<file path="src/rtl/usm_pkg.sv">
// Shared types, constants and the Gaussian weight table for the unsharp-mask sharpener.
// No dependencies; used by usm_ctrl, usm_dp and unsharp_mask_sharpen_rgba.
package usm_pkg;

   localparam int KernelRadius    = 3;
   localparam int Taps            = 2 * KernelRadius + 1;
   localparam int TapBits         = $clog2(Taps);
   localparam int Slots           = 2 * KernelRadius + 2;
   localparam int SlotBits        = $clog2(Slots);
   localparam int WeightBits      = 16;
   localparam int AccBits         = WeightBits + 8 + 6;
   localparam int MaxHeight       = 4096;
   localparam int RowBits         = 13;
   localparam int DefaultMaxWidth = 1024;
   localparam int CsrIndexBits    = 2;
   localparam int CsrDataBits     = 13;

   localparam logic [10:0] ResetWidth  = 11'd1024;
   localparam logic [12:0] ResetHeight = 13'd768;
   localparam logic [7:0]  ResetGain   = 8'd24;

   localparam logic MODE_PIXEL = 1'b0;
   localparam logic MODE_FLUSH = 1'b1;

   typedef enum logic [CsrIndexBits-1:0] {
      CSR_IMAGE_WIDTH  = 2'd0,
      CSR_IMAGE_HEIGHT = 2'd1,
      CSR_SHARPEN_GAIN = 2'd2
   } csr_index_type;

   typedef struct packed {
      logic       mode;
      logic [7:0] in_red;
      logic [7:0] in_green;
      logic [7:0] in_blue;
      logic [7:0] in_opacity;
   } req_data_type;

   typedef struct packed {
      logic [7:0] out_red;
      logic [7:0] out_green;
      logic [7:0] out_blue;
      logic [7:0] out_opacity;
      logic       last_of_frame;
   } rsp_data_type;

   typedef enum logic [2:0] {
      ST_IDLE, ST_PREP, ST_CHECK, ST_TAP_RD, ST_TAP_ACC, ST_CEN_RD, ST_SHARP, ST_PUSH
   } state_type;

   typedef struct packed {
      logic capture;
      logic prep;
      logic clear_acc;
      logic tap_rd;
      logic tap_acc;
      logic cen_rd;
      logic sharpen;
      logic push;
   } cmd_type;

   typedef struct packed {
      logic pending;
      logic last_tap;
      logic out_free;
   } sts_type;

   // exp(-(i*i+j*j)/2) in Q0.24, indexed by |i|, |j|
   localparam longint unsigned GaussQ24 [4][4] = '{
      '{64'd16777216, 64'd10175896, 64'd2270549, 64'd186377},
      '{64'd10175896, 64'd6171993,  64'd1377158, 64'd113044},
      '{64'd2270549,  64'd1377158,  64'd307285,  64'd25223},
      '{64'd186377,   64'd113044,   64'd25223,   64'd2070}
   };

   function automatic longint unsigned gauss_sum();
      longint unsigned s;
      s = 0;
      for (int i = -KernelRadius; i <= KernelRadius; i++) begin
         for (int j = -KernelRadius; j <= KernelRadius; j++) begin
            s += GaussQ24[(i < 0) ? -i : i][(j < 0) ? -j : j];
         end
      end
      return s;
   endfunction

   localparam longint unsigned GaussSum = gauss_sum();

   // Round half up of g / sum in Q0.WeightBits; elaboration only.
   function automatic logic [WeightBits-1:0] weight_of(int ai, int aj);
      longint unsigned g;
      g = GaussQ24[ai][aj];
      return WeightBits'(((g << WeightBits) + GaussSum / 2) / GaussSum);
   endfunction

   localparam logic [WeightBits-1:0] WeightRom [4][4] = '{
      '{weight_of(0, 0), weight_of(0, 1), weight_of(0, 2), weight_of(0, 3)},
      '{weight_of(1, 0), weight_of(1, 1), weight_of(1, 2), weight_of(1, 3)},
      '{weight_of(2, 0), weight_of(2, 1), weight_of(2, 2), weight_of(2, 3)},
      '{weight_of(3, 0), weight_of(3, 1), weight_of(3, 2), weight_of(3, 3)}
   };

endpackage

</file>
<file path="src/rtl/usm_ctrl.sv">
// Sequencer for the sharpener: walks one transaction through update, check, taps and output.
// Depends on usm_pkg (state, command and status types).
module usm_ctrl (
   input  logic             clock,
   input  logic             reset,
   input  logic             req_valid,
   output logic             req_ready,
   input  usm_pkg::sts_type sts,
   output usm_pkg::cmd_type cmd
);

   usm_pkg::state_type state_ff, state_in;

   always_ff @(posedge clock) begin
      if (reset) begin
         state_ff <= usm_pkg::ST_IDLE;
      end else begin
         state_ff <= state_in;
      end
   end

   always_comb begin
      state_in = state_ff;
      case (state_ff)
         usm_pkg::ST_IDLE: begin
            if (req_valid) state_in = usm_pkg::ST_PREP;
         end
         usm_pkg::ST_PREP:    state_in = usm_pkg::ST_CHECK;
         usm_pkg::ST_CHECK: begin
            state_in = sts.pending ? usm_pkg::ST_TAP_RD : usm_pkg::ST_IDLE;
         end
         usm_pkg::ST_TAP_RD:  state_in = usm_pkg::ST_TAP_ACC;
         usm_pkg::ST_TAP_ACC: begin
            state_in = sts.last_tap ? usm_pkg::ST_CEN_RD : usm_pkg::ST_TAP_RD;
         end
         usm_pkg::ST_CEN_RD:  state_in = usm_pkg::ST_SHARP;
         usm_pkg::ST_SHARP:   state_in = usm_pkg::ST_PUSH;
         usm_pkg::ST_PUSH: begin
            if (sts.out_free) state_in = usm_pkg::ST_IDLE;
         end
         default:             state_in = usm_pkg::ST_IDLE;
      endcase
   end

   always_comb begin
      cmd       = '0;
      req_ready = 1'b0;
      case (state_ff)
         usm_pkg::ST_IDLE: begin
            req_ready   = 1'b1;
            cmd.capture = req_valid;
         end
         usm_pkg::ST_PREP:    cmd.prep = 1'b1;
         usm_pkg::ST_CHECK:   cmd.clear_acc = 1'b1;
         usm_pkg::ST_TAP_RD:  cmd.tap_rd = 1'b1;
         usm_pkg::ST_TAP_ACC: cmd.tap_acc = 1'b1;
         usm_pkg::ST_CEN_RD:  cmd.cen_rd = 1'b1;
         usm_pkg::ST_SHARP:   cmd.sharpen = 1'b1;
         usm_pkg::ST_PUSH:    cmd.push = sts.out_free;
         default: begin
            cmd       = '0;
            req_ready = 1'b0;
         end
      endcase
   end

endmodule

</file>
<file path="config.mk">
export PLATFORM = sky130hd
export DESIGN_NAME = usm_ctrl
export DESIGN_NICKNAME = d
export VERILOG_FILES = /design/src/rtl/usm_pkg.sv /design/src/rtl/usm_ctrl.sv
export SDC_FILE = /design/constraint.sdc
export NUM_CORES = 1
export LEC_CHECK = 0
export ABC_AREA = 1
export BUFFER_PORTS_ARGS = -buffer_cell sky130_fd_sc_hd__buf_2
export CAP_MARGIN = 20
export CORE_AREA = 2 2 39 41
export DETAILED_ROUTE_END_ITERATION = 8
export DIE_AREA = 0 0 41 43
export GPL_ROUTABILITY_DRIVEN = 0
export PLACE_DENSITY = 0.47
export RECOVER_POWER = 100
export SLEW_MARGIN = 25
export SYNTH_ARGS = -nofsm -noshare
export SYNTH_HDL_FRONTEND = slang
export SYNTH_SLANG_ARGS = --single-unit
</file>
<file path="constraint.sdc">
create_clock -name clock -period 2.9 [get_ports clock]
set_clock_uncertainty 0.1 [all_clocks]
set_input_delay 0.58 -clock clock [delete_from_list [all_inputs] [get_ports clock]]
set_output_delay 0.58 -clock clock [all_outputs]
set_load 0.005 [all_outputs]
</file>
# Word-level counts from Yosys, hierarchy flattened
# Cells that the tools add are included.
dict set report totals {
  word_cells 26
  reg_bits 3
  in_bits 6
  output_inout_bits 9
}
dict set report op_classes {
  mux 14
  n_reduce_logical 2
  eq_ne 9
}
# op count
set ops {}
lappend ops {{$pmux 3 s8} 1}
lappend ops {{$eq 3x3->1 const B} 4}
lappend ops {{$mux 1} 9}
lappend ops {{$mux 3} 3}
lappend ops {{$eq 3x2->1 const B} 2}
lappend ops {{$ne 2x2->1 const B} 2}
lappend ops {{$eq 3x1->1 const B} 1}
lappend ops {{$logic_not 3->1} 1}
lappend ops {{$mux 2} 1}
lappend ops {{$reduce_and 2->1} 1}

# Depth between registers and ports, before layout
dict set report logic_depth {
  depth_word 3
  ltp_mapped 7
  ltp_nobuf 6
}

# Worst setup path after synthesis
# OpenSTA, ideal clock, no wires.
dict set report synth_timing {
  kind {input -> output}
  start {input sts[0] (netlist bit)}
  end {output cmd[0] (netlist bit)}
  required_ns 2.220
  path_stages 2
  arrival_ns 0.721
  path_buffers 0
  setup_slack_ns 1.499
  cell_sequence {inv_1 > nor2_1}
}
# element line
set synth_lines {}
lappend synth_lines {{start, declared} usm_ctrl.sv:8} ;# input usm_pkg::sts_type sts,
lappend synth_lines {{end, declared} usm_ctrl.sv:9} ;# output usm_pkg::cmd_type cmd

==> results by group <==
Synth
  – Ranking of synthesized cells by area: dfxtp_1 (23%), nor2_1 (16%), inv_1 (13%)
  – Share of the synthesized area in the top cell type: 22.6%
  – Syn Nets: 51
  – Yosys warning total: 0
  – Seq/Total Area, Yosys: 22.6%
  – Leading area contributor after synthesis: dfxtp_1
  – Syn_area_per_cell: 5.89 µm²
  – Cell area after synthesis: 265 µm²
  – Yosys reg bits: 3
  – Cells after Synth: 45
  – Unique masters post-synth: 14

Power
  – Pwr Total: 171 µW
  – Power per cell area: 487 mW/mm²
  – Worst IR Drop VDD: 0.000186 V
  – P_leak: 0.000214 µW

Place
  – Detailed placement HPWL: 520 µm
  – PortBufs: 14

STA
  – Tcrit/Tclk final: 62.7%
  – Slew margin rel.: 79.3%
  – Final Max Slew Viols: 0
  – Tightest Pin Transition: 0.309 ns
  – Setup TNS: 0 ns
  – Final setup viols: 0
  – RSZ-0062 raised after global routing: false
  – Fmax: 550 MHz
  – Fin. Hold Viols: 0
  – Final min period: 1.82 ns
  – Min Hold Slack: 0.429 ns

Global route
  – Largest net degree at the start of global routing: 11
  – Met2 GRT Util: 12.5%
  – GRT Util Overall: 9.63%
  – Gr busiest metal: met2
  – Initial antenna violation count: 0
  – Met3 Resource Use GR: 3.14%
  – First-pass GRT wire length: 1.09 mm
  – GR met1 Demand/Resource: 12.2%
  – Vias in the first global route: 276
  – Global route overflow: 0

Worst setup path
  – Max FO, Critical Path: 8
  – R2R cell count: 6
  – Worst EP required: 2.22 ns
  – Kind of end point of the critical path: primary output
  – Critical Path Source Type: register
  – FF-to-FF Start: state_ff[2]
  – R2R Path End: state_ff[1]
  – Setup crit start: state_ff[2]
  – Reg2reg setup slack: 1.71 ns
  – Arrival time at the worst endpoint: 1.14 ns
  – Setup CP Type: register to primary output

Min path
  – End of the worst hold path: state_ff[2]
  – Worst hold-check path type: input pin to register
  – Hold depth: 2
  – Hold wc startpoint: reset

Cells and area
  – Leading registers by flop count: state_ff (3)
  – Number of flip-flops under the largest register name: 3
  – Fin util: 25.3%
  – P&R area growth vs syn: 32.1%
  – # diodes: 0
  – Largest register by flop count: state_ff
  – Layout cell share with drive strength beyond 1: 26.2%
  – Final net count: 68
  – Most frequent cells in the layout: inv_1 (11), nor2_1 (11), buf_2 (10), nand3_1 (5), nand2_1 (5)

Die
  – Die X: 41 µm
  – Total die area: 0.00176 mm²
  – Row count: 14
  – Ports: 15
  – Core ar.: 0.00138 mm²
  – Die Ht: 43 µm
  – Starting Density: 19.2%

Detailed routing
  – Iteration-0 DRC Markers: 2
  – Via-to-Cell Ratio: 4.08
  – Final ANT Viol Nets: 0
  – DRC violations left: 0
  – Routed vias: 314
  – WL per Instance: 8.64 µm
  – Total wire length: 665 µm
  – Initial DRT Pass Iterations: 3

Clock tree
  – H-tree levels: 1
  – Clk buf depth: 2
  – CTS Hold Bufs: 0
  – Clock-pin slew of the registers on the worst-case setup and hold paths: 0.04 ns
  – Clk Latency, worst-skew pair: 0.23 ns
  – Clock root buffer master: clkbuf_4
  – Clock sinks: 3
  – CTS tree: built
  – Post-CTS setup buffer count: 0
  – Post-CTS sizing: 0
  – CTS Buf Count: 3

Flow run
  – Total of max-cap violations: 0

Run status
  – Status: complete, no violations
[synthesized netlist by cell type]
| cell type | n |
|---|---|
| nor2_1 | 11 |
| inv_2 | 2 |
| a31oi_1 | 1 |
| a21oi_1 | 1 |
| nor2_2 | 1 |
| buf_6 | 2 |
| nand2_1 | 5 |
| dfxtp_1 | 3 |
| nand4_1 | 1 |
| nor3_2 | 2 |
| o21bai_1 | 1 |
| nor3_1 | 1 |
| nand3_1 | 5 |
| inv_1 | 9 |
[where the power goes]
group	switching (µW)	leakage (µW)	internal [µW]
clock network	21.9	0.0000150	51.6
logic	24.7	0.000174	18.6
registers	8.10	0.0000246	45.6
total	54.7	0.000214	116
[per-layer routing]
layer  routed length, µm  vias to the layer above
met1                 276                      135
li1                    -                      170
met3                  45                        0
met2                 343                        9
met5                   0                        -
met4                   0                        0
[per-stage QoR]
| stage | worst slack (ns) | area, µm² | instances |
|---|---|---|---|
| 6_report | 1.08 | 350 | 77 |
| 5_1_grt | 0.965 | 350 | 77 |
| 4_1_cts | 1.10 | 359 | 77 |
| 3_5_place_dp | 1.30 | 333 | 73 |
| 3_3_place_gp | 1.31 | 333 | 73 |
| 2_1_floorplan | 1.50 | 265 | 45 |
[worst max-delay path by stage]
| stage | endpoint | slack, ns | cells past startpoint |
|---|---|---|---|
| 4_1_cts | cmd[0] | 1.10 | 3 |
| 2_1_floorplan | cmd[0] | 1.50 | 2 |
| 3_3_place_gp | cmd[0] | 1.31 | 4 |
| 6_report | cmd[3] | 1.08 | 3 |
| 3_5_place_dp | cmd[0] | 1.30 | 4 |
| 5_1_grt | cmd[3] | 0.97 | 3 |
[logic make-up after synthesis]
group / Yosys count / share of synthesized area [%]
buf+inv: 13 / 24.1
simple gates: 26 / 46.2
flops: 3 / 22.6
compound gates: 3 / 7.08
[worst max-delay path, stage by stage, from the launching register on]
cell     delay [ns]
dfxtp_1        0.44
inv_1          0.13
nor3_1         0.19
buf_2          0.15
[cell type report]
| cell class | instances | area, µm² |
|---|---|---|
| Tap cell | 16 | 20.0 |
| Timing Repair Buffer | 14 | 66.3 |
| Multi-Input combinational cell | 29 | 136 |
| Sequential cell | 3 | 60.1 |
| Inverter | 11 | 41.3 |
| Clock buffer | 4 | 26.3 |
| Fill cell | 169 | 1030 |
No activity file was read; power rests on OpenSTA's default activity.
